<file path="src/design/gtl_pkg.sv">
// Shared types, character codes and byte classifiers for the grammar token lexer.
package gtl_pkg;

  localparam int OFFSET_BITS_DEFAULT = 32;
  localparam int RESULT_DEPTH        = 4;

  localparam logic [1:0] KIND_TOKEN = 2'd0;
  localparam logic [1:0] KIND_END   = 2'd1;
  localparam logic [1:0] KIND_ERROR = 2'd2;

  localparam logic [3:0] TOK_COMMENT   = 4'd0;
  localparam logic [3:0] TOK_SPACE     = 4'd1;
  localparam logic [3:0] TOK_STRING    = 4'd2;
  localparam logic [3:0] TOK_CHAR      = 4'd3;
  localparam logic [3:0] TOK_IDENT     = 4'd4;
  localparam logic [3:0] TOK_DEFINE    = 4'd5;
  localparam logic [3:0] TOK_TERMINATE = 4'd6;
  localparam logic [3:0] TOK_OPEN      = 4'd7;
  localparam logic [3:0] TOK_CLOSE     = 4'd8;
  localparam logic [3:0] TOK_RANGE     = 4'd9;
  localparam logic [3:0] TOK_SOLID     = 4'd10;
  localparam logic [3:0] TOK_HOLLOW    = 4'd11;
  localparam logic [3:0] TOK_OPTION    = 4'd12;
  localparam logic [3:0] TOK_FINITE    = 4'd13;
  localparam logic [3:0] TOK_ALTERNATE = 4'd14;

  localparam logic [7:0] CH_SLASH     = 8'h2F;
  localparam logic [7:0] CH_STAR      = 8'h2A;
  localparam logic [7:0] CH_BACKSLASH = 8'h5C;
  localparam logic [7:0] CH_DQUOTE    = 8'h22;
  localparam logic [7:0] CH_SQUOTE    = 8'h27;
  localparam logic [7:0] CH_COLON     = 8'h3A;
  localparam logic [7:0] CH_EQUAL     = 8'h3D;
  localparam logic [7:0] CH_DOT       = 8'h2E;
  localparam logic [7:0] CH_LBRACE    = 8'h7B;
  localparam logic [7:0] CH_RBRACE    = 8'h7D;
  localparam logic [7:0] CH_BAR       = 8'h7C;
  localparam logic [7:0] CH_QUESTION  = 8'h3F;
  localparam logic [7:0] CH_SEMI      = 8'h3B;
  localparam logic [7:0] CH_LPAREN    = 8'h28;
  localparam logic [7:0] CH_RPAREN    = 8'h29;
  localparam logic [7:0] CH_PLUS      = 8'h2B;
  localparam logic [7:0] CH_UNDER     = 8'h5F;

  typedef enum logic [9:0] {
    MODE_IDLE     = 10'b00_0000_0001,
    MODE_SPACE    = 10'b00_0000_0010,
    MODE_IDENT    = 10'b00_0000_0100,
    MODE_CMT_OPEN = 10'b00_0000_1000,
    MODE_CMT_BODY = 10'b00_0001_0000,
    MODE_STRING   = 10'b00_0010_0000,
    MODE_CHAR     = 10'b00_0100_0000,
    MODE_DEFINE   = 10'b00_1000_0000,
    MODE_RANGE    = 10'b01_0000_0000,
    MODE_FINITE   = 10'b10_0000_0000
  } mode_t;

  typedef struct packed {
    logic [1:0]  result_kind;
    logic [3:0]  token_type;
    logic [31:0] token_start;
    logic [31:0] token_length;
    logic        last_result;
  } result_t;

  typedef struct packed {
    mode_t      mode;
    logic       single;
    logic [3:0] ttype;
    logic       bad;
  } opener_t;

  function automatic logic is_space(input logic [7:0] b);
    return (b >= 8'h09 && b <= 8'h0D) || b == 8'h20;
  endfunction

  function automatic logic is_ident_head(input logic [7:0] b);
    return (b >= 8'h41 && b <= 8'h5A) || (b >= 8'h61 && b <= 8'h7A) || b == CH_UNDER;
  endfunction

  function automatic logic is_digit(input logic [7:0] b);
    return b >= 8'h30 && b <= 8'h39;
  endfunction

  // What a byte opens when no token is in progress.
  function automatic opener_t classify(input logic [7:0] b);
    opener_t o;
    o.mode   = MODE_IDLE;
    o.single = 1'b0;
    o.ttype  = TOK_COMMENT;
    o.bad    = 1'b0;
    priority if (b == CH_SLASH)   o.mode = MODE_CMT_OPEN;
    else if (is_space(b))         o.mode = MODE_SPACE;
    else if (b == CH_DQUOTE)      o.mode = MODE_STRING;
    else if (b == CH_SQUOTE)      o.mode = MODE_CHAR;
    else if (is_ident_head(b))    o.mode = MODE_IDENT;
    else if (b == CH_COLON)       o.mode = MODE_DEFINE;
    else if (b == CH_SEMI)     begin o.single = 1'b1; o.ttype = TOK_TERMINATE; end
    else if (b == CH_LPAREN)   begin o.single = 1'b1; o.ttype = TOK_OPEN;      end
    else if (b == CH_RPAREN)   begin o.single = 1'b1; o.ttype = TOK_CLOSE;     end
    else if (b == CH_DOT)         o.mode = MODE_RANGE;
    else if (b == CH_PLUS)     begin o.single = 1'b1; o.ttype = TOK_SOLID;     end
    else if (b == CH_STAR)     begin o.single = 1'b1; o.ttype = TOK_HOLLOW;    end
    else if (b == CH_QUESTION) begin o.single = 1'b1; o.ttype = TOK_OPTION;    end
    else if (b == CH_LBRACE)      o.mode = MODE_FINITE;
    else if (b == CH_BAR)      begin o.single = 1'b1; o.ttype = TOK_ALTERNATE; end
    else                          o.bad = 1'b1;
    return o;
  endfunction

endpackage

</file>
<file path="src/design/gtl_text_if.sv">
// Byte channel into the lexer.
interface gtl_text_if;
  logic       valid;
  logic       ready;
  logic [7:0] data_byte;
  logic       end_of_input;

  modport source(output valid, output data_byte, output end_of_input, input ready);
  modport sink(input valid, input data_byte, input end_of_input, output ready);
endinterface

</file>
<file path="src/design/gtl_token_if.sv">
// Result channel out of the lexer.
interface gtl_token_if;
  logic        valid;
  logic        ready;
  logic [1:0]  result_kind;
  logic [3:0]  token_type;
  logic [31:0] token_start;
  logic [31:0] token_length;
  logic        last_result;

  modport source(output valid, output result_kind, output token_type, output token_start,
                 output token_length, output last_result, input ready);
  modport sink(input valid, input result_kind, input token_type, input token_start,
               input token_length, input last_result, output ready);
endinterface

</file>
<file path="src/design/grammar_token_lexer.sv">
// Grammar token lexer top level: scan state, token decisions and result queue.
//
//  channel | dir | handshake     | payload
//  text    | in  | valid/ready   | data_byte[7:0], end_of_input
//  tokens  | out | valid/ready   | result_kind, token_type, token_start, token_length,
//          |     |               | last_result
//
// One byte is taken per cycle; the scan state updates at the transfer edge and its
// zero, one or two results enter a four-entry queue that drives the tokens channel.
// text.ready is high while the queue has room for two results, so a byte is taken
// each cycle unless the sink stalls or two-result bytes arrive faster than it drains.
// Synchronous reset clears the scan state and empties the queue.
module grammar_token_lexer #(
  parameter int OFFSET_BITS = gtl_pkg::OFFSET_BITS_DEFAULT
) (
  input  logic         clk,
  input  logic         rst,
  gtl_text_if.sink     text,
  gtl_token_if.source  tokens
);

  localparam int OB = OFFSET_BITS;

  gtl_pkg::mode_t   mode, mode_next;
  logic [1:0]       sub_step, sub_step_next;
  logic             star_seen, star_seen_next;
  logic             escape_parity, escape_parity_next;
  logic             halted, halted_next;
  logic [OB-1:0]    pos, pos_next;
  logic [OB-1:0]    cur_start, cur_start_next;

  logic [OB-1:0]    cur_pos, after;
  logic             accept, room, lead_v, tail_v, open_tok;
  logic [7:0]       b, quote;
  gtl_pkg::opener_t cls;
  gtl_pkg::result_t lead, tail, slot0, slot1;
  logic [1:0]       push_n;

  function automatic logic [31:0] sat32(input logic [OB-1:0] v);
    logic [OB+31:0] w;
    w = {32'b0, v};
    return (|w[OB+31:32]) ? 32'hFFFF_FFFF : w[31:0];
  endfunction

  function automatic gtl_pkg::result_t make_result(input logic [1:0] kind,
                                                   input logic [3:0] ttype,
                                                   input logic [OB-1:0] start,
                                                   input logic [OB-1:0] len);
    gtl_pkg::result_t r;
    r.result_kind  = kind;
    r.token_type   = ttype;
    r.token_start  = sat32(start);
    r.token_length = sat32(len);
    r.last_result  = 1'b0;
    return r;
  endfunction

  assign accept  = text.valid && text.ready;
  assign b       = text.data_byte;
  assign cur_pos = pos;
  assign after   = (pos == '1) ? pos : pos + 1'b1;
  assign cls     = gtl_pkg::classify(b);
  assign quote   = (mode == gtl_pkg::MODE_STRING) ? gtl_pkg::CH_DQUOTE : gtl_pkg::CH_SQUOTE;

  always_comb begin
    mode_next          = mode;
    sub_step_next      = sub_step;
    star_seen_next     = star_seen;
    escape_parity_next = escape_parity;
    halted_next        = halted;
    pos_next           = pos;
    cur_start_next     = cur_start;
    lead_v             = 1'b0;
    tail_v             = 1'b0;
    lead               = '0;
    tail               = '0;
    open_tok           = 1'b0;
    if (accept) begin
      if (text.end_of_input) begin
        if (!halted) begin
          tail_v = 1'b1;
          if (mode == gtl_pkg::MODE_SPACE || mode == gtl_pkg::MODE_IDENT) begin
            lead_v = 1'b1;
            lead   = make_result(gtl_pkg::KIND_TOKEN,
                                 (mode == gtl_pkg::MODE_SPACE) ? gtl_pkg::TOK_SPACE
                                                               : gtl_pkg::TOK_IDENT,
                                 cur_start, pos - cur_start);
            tail   = make_result(gtl_pkg::KIND_END, gtl_pkg::TOK_COMMENT, pos, '0);
          end else if (mode != gtl_pkg::MODE_IDLE) begin
            tail = make_result(gtl_pkg::KIND_ERROR, gtl_pkg::TOK_COMMENT, cur_start, '0);
          end else begin
            tail = make_result(gtl_pkg::KIND_END, gtl_pkg::TOK_COMMENT, pos, '0);
          end
        end
        mode_next          = gtl_pkg::MODE_IDLE;
        sub_step_next      = '0;
        star_seen_next     = 1'b0;
        escape_parity_next = 1'b0;
        halted_next        = 1'b0;
        pos_next           = '0;
        cur_start_next     = '0;
      end else if (!halted) begin
        pos_next = after;
        unique case (mode)
          gtl_pkg::MODE_SPACE: begin
            if (!gtl_pkg::is_space(b)) begin
              lead_v   = 1'b1;
              lead     = make_result(gtl_pkg::KIND_TOKEN, gtl_pkg::TOK_SPACE,
                                     cur_start, cur_pos - cur_start);
              open_tok = 1'b1;
            end
          end
          gtl_pkg::MODE_IDENT: begin
            if (!(gtl_pkg::is_ident_head(b) || gtl_pkg::is_digit(b))) begin
              lead_v   = 1'b1;
              lead     = make_result(gtl_pkg::KIND_TOKEN, gtl_pkg::TOK_IDENT,
                                     cur_start, cur_pos - cur_start);
              open_tok = 1'b1;
            end
          end
          gtl_pkg::MODE_CMT_OPEN: begin
            if (b == gtl_pkg::CH_STAR) begin
              mode_next      = gtl_pkg::MODE_CMT_BODY;
              star_seen_next = 1'b0;
            end else begin
              tail_v      = 1'b1;
              tail        = make_result(gtl_pkg::KIND_ERROR, gtl_pkg::TOK_COMMENT,
                                        cur_start, '0);
              halted_next = 1'b1;
              mode_next   = gtl_pkg::MODE_IDLE;
            end
          end
          gtl_pkg::MODE_CMT_BODY: begin
            if (star_seen && b == gtl_pkg::CH_SLASH) begin
              tail_v    = 1'b1;
              tail      = make_result(gtl_pkg::KIND_TOKEN, gtl_pkg::TOK_COMMENT,
                                      cur_start, after - cur_start);
              mode_next = gtl_pkg::MODE_IDLE;
            end else begin
              star_seen_next = b == gtl_pkg::CH_STAR;
            end
          end
          gtl_pkg::MODE_STRING, gtl_pkg::MODE_CHAR: begin
            if (b == gtl_pkg::CH_BACKSLASH) begin
              escape_parity_next = ~escape_parity;
            end else if (b == quote && !escape_parity) begin
              tail_v    = 1'b1;
              tail      = make_result(gtl_pkg::KIND_TOKEN,
                                      (mode == gtl_pkg::MODE_STRING) ? gtl_pkg::TOK_STRING
                                                                     : gtl_pkg::TOK_CHAR,
                                      cur_start, after - cur_start);
              mode_next = gtl_pkg::MODE_IDLE;
            end else begin
              escape_parity_next = 1'b0;
            end
          end
          gtl_pkg::MODE_DEFINE: begin
            tail_v    = 1'b1;
            mode_next = gtl_pkg::MODE_IDLE;
            if (b == gtl_pkg::CH_EQUAL) begin
              tail = make_result(gtl_pkg::KIND_TOKEN, gtl_pkg::TOK_DEFINE,
                                 cur_start, after - cur_start);
            end else begin
              tail        = make_result(gtl_pkg::KIND_ERROR, gtl_pkg::TOK_COMMENT,
                                        cur_start, '0);
              halted_next = 1'b1;
            end
          end
          gtl_pkg::MODE_RANGE: begin
            if (b != gtl_pkg::CH_DOT) begin
              tail_v      = 1'b1;
              tail        = make_result(gtl_pkg::KIND_ERROR, gtl_pkg::TOK_COMMENT,
                                        cur_start, '0);
              halted_next = 1'b1;
              mode_next   = gtl_pkg::MODE_IDLE;
            end else if (sub_step >= 2'd2) begin
              sub_step_next = '0;
              tail_v        = 1'b1;
              tail          = make_result(gtl_pkg::KIND_TOKEN, gtl_pkg::TOK_RANGE,
                                          cur_start, after - cur_start);
              mode_next     = gtl_pkg::MODE_IDLE;
            end else begin
              sub_step_next = sub_step + 1'b1;
            end
          end
          gtl_pkg::MODE_FINITE: begin
            if (!gtl_pkg::is_digit(b)) begin
              tail_v    = 1'b1;
              mode_next = gtl_pkg::MODE_IDLE;
              if (b == gtl_pkg::CH_RBRACE) begin
                tail = make_result(gtl_pkg::KIND_TOKEN, gtl_pkg::TOK_FINITE,
                                   cur_start, after - cur_start);
              end else begin
                tail        = make_result(gtl_pkg::KIND_ERROR, gtl_pkg::TOK_COMMENT,
                                          cur_start, '0);
                halted_next = 1'b1;
              end
            end
          end
          default: open_tok = 1'b1;
        endcase

        if (open_tok) begin
          cur_start_next = cur_pos;
          mode_next      = gtl_pkg::MODE_IDLE;
          if (cls.bad) begin
            tail_v      = 1'b1;
            tail        = make_result(gtl_pkg::KIND_ERROR, gtl_pkg::TOK_COMMENT, cur_pos, '0);
            halted_next = 1'b1;
          end else if (cls.single) begin
            tail_v = 1'b1;
            tail   = make_result(gtl_pkg::KIND_TOKEN, cls.ttype, cur_pos, after - cur_pos);
          end else begin
            mode_next = cls.mode;
            if (cls.mode == gtl_pkg::MODE_STRING || cls.mode == gtl_pkg::MODE_CHAR)
              escape_parity_next = 1'b0;
            if (cls.mode == gtl_pkg::MODE_RANGE)
              sub_step_next = 2'd1;
          end
        end
      end
    end
  end

  always_comb begin
    slot0             = lead_v ? lead : tail;
    slot0.last_result = !(lead_v && tail_v);
    slot1             = tail;
    slot1.last_result = 1'b1;
    push_n            = {1'b0, lead_v} + {1'b0, tail_v};
  end

  always_ff @(posedge clk) begin
    if (rst) begin
      mode          <= gtl_pkg::MODE_IDLE;
      sub_step      <= '0;
      star_seen     <= 1'b0;
      escape_parity <= 1'b0;
      halted        <= 1'b0;
      pos           <= '0;
      cur_start     <= '0;
    end else begin
      mode          <= mode_next;
      sub_step      <= sub_step_next;
      star_seen     <= star_seen_next;
      escape_parity <= escape_parity_next;
      halted        <= halted_next;
      pos           <= pos_next;
      cur_start     <= cur_start_next;
    end
  end

  assign text.ready = room;

  gtl_result_queue #(
    .DEPTH(gtl_pkg::RESULT_DEPTH)
  ) u_queue (
    .clk   (clk),
    .rst   (rst),
    .push_n(push_n),
    .slot0 (slot0),
    .slot1 (slot1),
    .room  (room),
    .tokens(tokens)
  );

endmodule

</file>
<file path="src/design/gtl_result_queue.sv">
// Result queue: takes up to two results per cycle, drives one per transfer.
module gtl_result_queue #(
  parameter int DEPTH = gtl_pkg::RESULT_DEPTH
) (
  input  logic              clk,
  input  logic              rst,
  input  logic [1:0]        push_n,
  input  gtl_pkg::result_t  slot0,
  input  gtl_pkg::result_t  slot1,
  output logic              room,
  gtl_token_if.source       tokens
);

  localparam int PW = $clog2(DEPTH);
  localparam int CW = $clog2(DEPTH + 1);
  localparam logic [PW-1:0] LAST_IDX = PW'(DEPTH - 1);

  gtl_pkg::result_t entries [DEPTH];
  logic [PW-1:0] wr_ptr, rd_ptr, wr_ptr_inc;
  logic [CW-1:0] count, count_next;
  logic          pop;
  gtl_pkg::result_t head;

  function automatic logic [PW-1:0] wrap_inc(input logic [PW-1:0] p);
    return (p == LAST_IDX) ? '0 : p + 1'b1;
  endfunction

  assign wr_ptr_inc = wrap_inc(wr_ptr);
  assign pop        = tokens.valid && tokens.ready;
  assign room       = count <= CW'(DEPTH - 2);
  assign count_next = count + CW'(push_n) - CW'(pop);
  assign head       = entries[rd_ptr];

  assign tokens.valid        = count != '0;
  assign tokens.result_kind  = head.result_kind;
  assign tokens.token_type   = head.token_type;
  assign tokens.token_start  = head.token_start;
  assign tokens.token_length = head.token_length;
  assign tokens.last_result  = head.last_result;

  always_ff @(posedge clk) begin
    if (rst) begin
      wr_ptr <= '0;
      rd_ptr <= '0;
      count  <= '0;
    end else begin
      count <= count_next;
      if (pop) rd_ptr <= wrap_inc(rd_ptr);
      unique case (push_n)
        2'd1:    wr_ptr <= wr_ptr_inc;
        2'd2:    wr_ptr <= wrap_inc(wr_ptr_inc);
        default: wr_ptr <= wr_ptr;
      endcase
    end
  end

  always_ff @(posedge clk) begin
    if (push_n != 2'd0) entries[wr_ptr] <= slot0;
    if (push_n == 2'd2) entries[wr_ptr_inc] <= slot1;
  end

endmodule

</file>
<file path="src/flat_wrapper.sv">
// flat-port wrapper written by rule: the top's interface ports become plain ports
module grammar_token_lexer_flat 
#(
  parameter int OFFSET_BITS = gtl_pkg::OFFSET_BITS_DEFAULT
)
  (clk, rst, text_valid, text_data_byte, text_end_of_input, text_ready, tokens_valid, tokens_result_kind, tokens_token_type, tokens_token_start, tokens_token_length, tokens_last_result, tokens_ready);
  gtl_text_if text_i ();
  gtl_token_if tokens_i ();
  input  logic clk;
  input  logic rst;
  input wire logic [$bits(text_i.valid)-1:0] text_valid;
  input wire logic [$bits(text_i.data_byte)-1:0] text_data_byte;
  input wire logic [$bits(text_i.end_of_input)-1:0] text_end_of_input;
  output wire logic [$bits(text_i.ready)-1:0] text_ready;
  output wire logic [$bits(tokens_i.valid)-1:0] tokens_valid;
  output wire logic [$bits(tokens_i.result_kind)-1:0] tokens_result_kind;
  output wire logic [$bits(tokens_i.token_type)-1:0] tokens_token_type;
  output wire logic [$bits(tokens_i.token_start)-1:0] tokens_token_start;
  output wire logic [$bits(tokens_i.token_length)-1:0] tokens_token_length;
  output wire logic [$bits(tokens_i.last_result)-1:0] tokens_last_result;
  input wire logic [$bits(tokens_i.ready)-1:0] tokens_ready;
  assign text_i.valid = text_valid;
  assign text_i.data_byte = text_data_byte;
  assign text_i.end_of_input = text_end_of_input;
  assign text_ready = text_i.ready;
  assign tokens_valid = tokens_i.valid;
  assign tokens_result_kind = tokens_i.result_kind;
  assign tokens_token_type = tokens_i.token_type;
  assign tokens_token_start = tokens_i.token_start;
  assign tokens_token_length = tokens_i.token_length;
  assign tokens_last_result = tokens_i.last_result;
  assign tokens_i.ready = tokens_ready;
  grammar_token_lexer #(.OFFSET_BITS(OFFSET_BITS)) u_core (.clk(clk), .rst(rst), .text(text_i), .tokens(tokens_i));
endmodule
</file>
<file path="config.mk">
export PLATFORM = sky130hd
export DESIGN_NAME = grammar_token_lexer_flat
export DESIGN_NICKNAME = d
export VERILOG_FILES = /design/src/design/gtl_pkg.sv /design/src/design/gtl_text_if.sv /design/src/design/gtl_token_if.sv /design/src/design/grammar_token_lexer.sv /design/src/design/gtl_result_queue.sv /design/src/flat_wrapper.sv
export SDC_FILE = /design/constraint.sdc
export NUM_CORES = 1
export LEC_CHECK = 0
export BUFFER_PORTS_ARGS = -buffer_cell sky130_fd_sc_hd__buf_2
export CAP_MARGIN = 15
export CORE_AREA = 2 2 248 250
export CTS_CLUSTER_DIAMETER = 30
export DETAILED_ROUTE_END_ITERATION = 8
export DIE_AREA = 0 0 250 252
export GPL_TIMING_DRIVEN = 0
export SETUP_SLACK_MARGIN = 0.5
export SLEW_MARGIN = 25
export SYNTH_ARGS = -nofsm -noshare
export SYNTH_HDL_FRONTEND = slang
export SYNTH_SLANG_ARGS = --single-unit
</file>
<file path="constraint.sdc">
create_clock -name clk -period 7.3 [get_ports clk]
set_clock_uncertainty 0.15 [all_clocks]
set_input_delay 1.46 -clock clk [delete_from_list [all_inputs] [get_ports clk]]
set_output_delay 1.46 -clock clk [all_outputs]
set_load 0.02 [all_outputs]
</file>
==> impl_metrics.py <==
metrics = {
    "layout": {
        "final_core_util_pct": 47.2,
        "multi_input_area_um2": 12600,
        "drive_gt1_share_pct": 15.8,
        "areaGrowthSynthToFinish_pct": 19.0,
        "fin_nets": 2657,
        "fill_cells": 5591,
        "diodes": 0,
        "seq_area_um2": 10200,
    },
    "synthesis": {
        "yosysWarningCount": 0,
        "syn_area_um2": 23900,
        "synth_enable_flop_cells": 280,
        "synthArstFlopShare_pct": 0,
        "yosysSeqAreaShare_pct": 42.9,
        "syn_area_per_cell_um2": 10.1,
        "ys_ff_latch": 372,
        "synth_nets": 2485,
        "synth_cells": 2358,
        "synthFlopType": "edfxtp_1",
        "synth_cell_types": 91,
    },
    "setup_path": {
        "start_kind": "flip-flop",
        "r2r_start": "u_core.cur_pos[8]$_SDFFE_PP0P_",
        "rrSetupSlack_ps": 740,
        "worstPathArrival_ps": 6740,
        "cp_max_fo": 9,
        "required_ps": 7480,
        "crit_type": "reg -> reg",
        "endpoint": "u_core.u_queue.entries[1][26]$_DFFE_PP_",
        "rr_worst_depth": 23,
        "worstSetupEndpointType": "flip-flop",
        "rr_endpoint": "u_core.u_queue.entries[1][26]$_DFFE_PP_",
        "cp-startpoint": "u_core.cur_pos[8]$_SDFFE_PP0P_",
    },
    "detailed_routing": {
        "wirelength_um": 89200,
        "drc": 0,
        "vias_per_cell": 6.19,
        "ant_nets": 0,
        "drtIter0Drc": 2402,
        "wire_per_inst_um": 26.4,
        "detail_route.first_pass.iterations": 5,
        "vias": 20900,
    },
    "timing": {
        "worst_pin_slew_ps": 1040,
        "max-slew-margin-rel_pct": 30.4,
        "max_freq_ghz": 0.152,
        "drv_slew": 0,
        "holdWs_ps": 344,
        "min_period_ps": 6560,
        "hold_viol": 0,
        "fin_crit_sh_pct": 89.9,
        "setup_violations": 0,
        "rsz0062_at_grt": "false",
    },
    "clock_network": {
        "clk_pin_slew_ps": 50,
        "clk_path_buf_depth": 3,
        "cts_made_buffers": 84,
        "clock-sinks": 372,
        "cts_tree": "built",
        "cts_max_level": 3,
        "cts_setup_buffers": 0,
        "clock_latency_ps": 630,
        "cts-root-buf": "clkbuf_16",
    },
    "pwr": {
        "pwr_density_cell_nw_per_um2": 291,
        "cellLeakagePower_nw": 10.1,
        "ir_drop_mv": 0.158,
    },
    "global_routing": {
        "track_usage_pct": 27.8,
        "grt_max_degree": 40,
        "first_global_vias": 20100,
        "grt_antenna_before_repair": 1,
        "grt_first_pass_wirelength_um": 131000,
        "grt.overflow.total": 0,
    },
    "place": {
        "post-dp-hpwl_um": 66800,
        "port_buffers": 80,
        "gp_congestion": 0.942,
    },
    "flow_run": {
        "maxCapViolations": 0,
    },
    "floorplan": {
        "dieArea_um2": 63000,
        "initial_core_util_pct": 39.7,
        "die_h_um": 252,
        "ios": 86,
        "die_width_um": 250,
        "row_count": 90,
        "fp.coreArea_um2": 60100,
    },
    "outcome": {
        "status": "finished clean",
    },
    "min_path": {
        "hp-class": "reg -> reg",
    },
}
==> cell usage after synthesis (17+ instances only) <==
cell type | number | area share (%)
ha_1 | 110 | 5.8
nand2_1 | 155 | 2.4
a21o_1 | 48 | 1.5
nand2b_1 | 26 | 0.68
inv_1 | 102 | 1.6
nand4_1 | 17 | 0.45
a22o_1 | 118 | 4.3
o21ai_1 | 17 | 0.36
mux4_2 | 71 | 6.7
xnor2_1 | 86 | 3.2
nand3_1 | 57 | 1.2
nor3_1 | 80 | 1.7
dfxtp_1 | 92 | 7.7
xor2_1 | 33 | 1.2
o21ai_0 | 91 | 1.9
buf_2 | 31 | 0.65
edfxtp_1 | 280 | 35
o22ai_1 | 121 | 3.2
nor2_1 | 198 | 3.1
and3_1 | 22 | 0.58
a21oi_1 | 179 | 3.8
clkbuf_1 | 104 | 1.6
a31oi_1 | 19 | 0.50
nor2b_1 | 20 | 0.52
a22oi_1 | 35 | 1.1
==> what timing repair did <==
action                     in CTS  in global routing
pin swaps                       0                  1
resized for setup               2                 12
setup endpoints to repair      20                 76
cloned                          0                  1
hold buffers                    0                  0
==> cell usage in the layout, fill, tap and decap left out, drive strengths merged, types with 27 or more instances in the layout <==
cell type and instances:
a21o 48, a21oi 183, a22o 118, a22oi 35, buf 141, clkbuf 203
clkinv 32, dfxtp 92, edfxtp 280, ha 110, inv 111, mux4 71
nand2 156, nand2b 27, nand3 58, nor2 203, nor3 85, o21ai 113
o22ai 121, xnor2 86, xor2 33
==> cell type report <==
cell class	count	share of cell area [%]
well taps	782	3.44
clock inverters	59	2.46
plain buffers	163	2.71
multi-input cells	1719	44.2
clock buffers	96	7.85
inverters	105	1.39
flip-flops and latches	372	36.1
repair buffers	85	1.82
==> metrics by stage <==
stage | instances | cell area (um^2) | setup WS (ps) | power, mW | TNS, ps
finish | 3381 | 28400 | 736 | 8.28 | 0
global route | 3381 | 28400 | 527 | 8.54 | 0
CTS | 3380 | 28400 | 528 | 8.29 | 0
detailed placement | 3225 | 25400 | -393 | 4.43 | -7930
global placement | 3220 | 25200 | -2950 | 4.41 | -743930
floorplan | 2358 | 23900 | 508 | 3.76 | 0
==> critical path, cell delays in order (launching register included) <==
cell and delay, ps:
dfxtp_1 400, clkbuf_1 370, and4_1 310, nand3_1 160, or2_1 380, or4_1 480
buf_2 220, nand4_1 290, nor3_4 100, nand3_1 190, nor2_1 110, xnor2_1 190
ha_1 300, clkbuf_1 270, nand3_1 250, nor2_1 210, nand2_1 90, o211ai_1 500
a31o_2 280, a21o_1 110, a21oi_1 70, xnor2_1 140, a22oi_1 520, o22ai_1 160
==> metal layers <==
layer	vias up	wire, um	track usage [%]
li1	9367	-	-
met1	10300	38600	38.5
met2	1035	40600	44.1
met3	171	6960	4.42
met4	0	2970	10.3
met5	-	0	0
==> registers in the layout, indices dropped and copies added (netlist names), named ones only <==
name	count
u_core.cur_pos	32
u_core.cur_start	32
u_core.escape_parity	1
u_core.halted	1
u_core.mode	10
u_core.star_seen	1
u_core.sub_step	2
u_core.u_queue.count	3
u_core.u_queue.entries	284
u_core.u_queue.rd_ptr	2
u_core.u_queue.wr_ptr	2
==> power by group <==
group,switching (mW),internal (mW)
Combinational,1.24,0.644
Sequential,0.0567,2.47
Clock,1.25,2.62
==> how the worst min path moves through the flow <==
stage / from / slack, ps / to / cells past startpoint
after CTS: u_core.u_queue.entries[0][0]$_SDFFE_PP1P_ / 330 / u_core.u_queue.entries[0][0]$_SDFFE_PP1P_ / 2
after detailed placement: u_core.u_queue.entries[0][0]$_SDFFE_PP1P_ / 320 / u_core.u_queue.entries[0][0]$_SDFFE_PP1P_ / 2
after global routing: u_core.u_queue.entries[0][0]$_SDFFE_PP1P_ / 360 / u_core.u_queue.entries[0][0]$_SDFFE_PP1P_ / 2
after global placement: u_core.u_queue.entries[0][0]$_SDFFE_PP1P_ / 320 / u_core.u_queue.entries[0][0]$_SDFFE_PP1P_ / 2
after floorplan: u_core.u_queue.entries[2][0]$_SDFFE_PP1P_ / 300 / u_core.u_queue.entries[2][0]$_SDFFE_PP1P_ / 2
final: u_core.u_queue.entries[0][0]$_SDFFE_PP1P_ / 340 / u_core.u_queue.entries[0][0]$_SDFFE_PP1P_ / 2
==> cells by family after synthesis <==
logic type	after synthesis	share of synthesized area [%]
buf+inv	268	4.83
compound gates	755	21.4
fa+ha+maj	114	6.10
mux	80	7.08
flops	372	42.9
simple gates	650	13.3
xor+xnor	119	4.37
No activity file was read; power rests on OpenSTA's default activity.
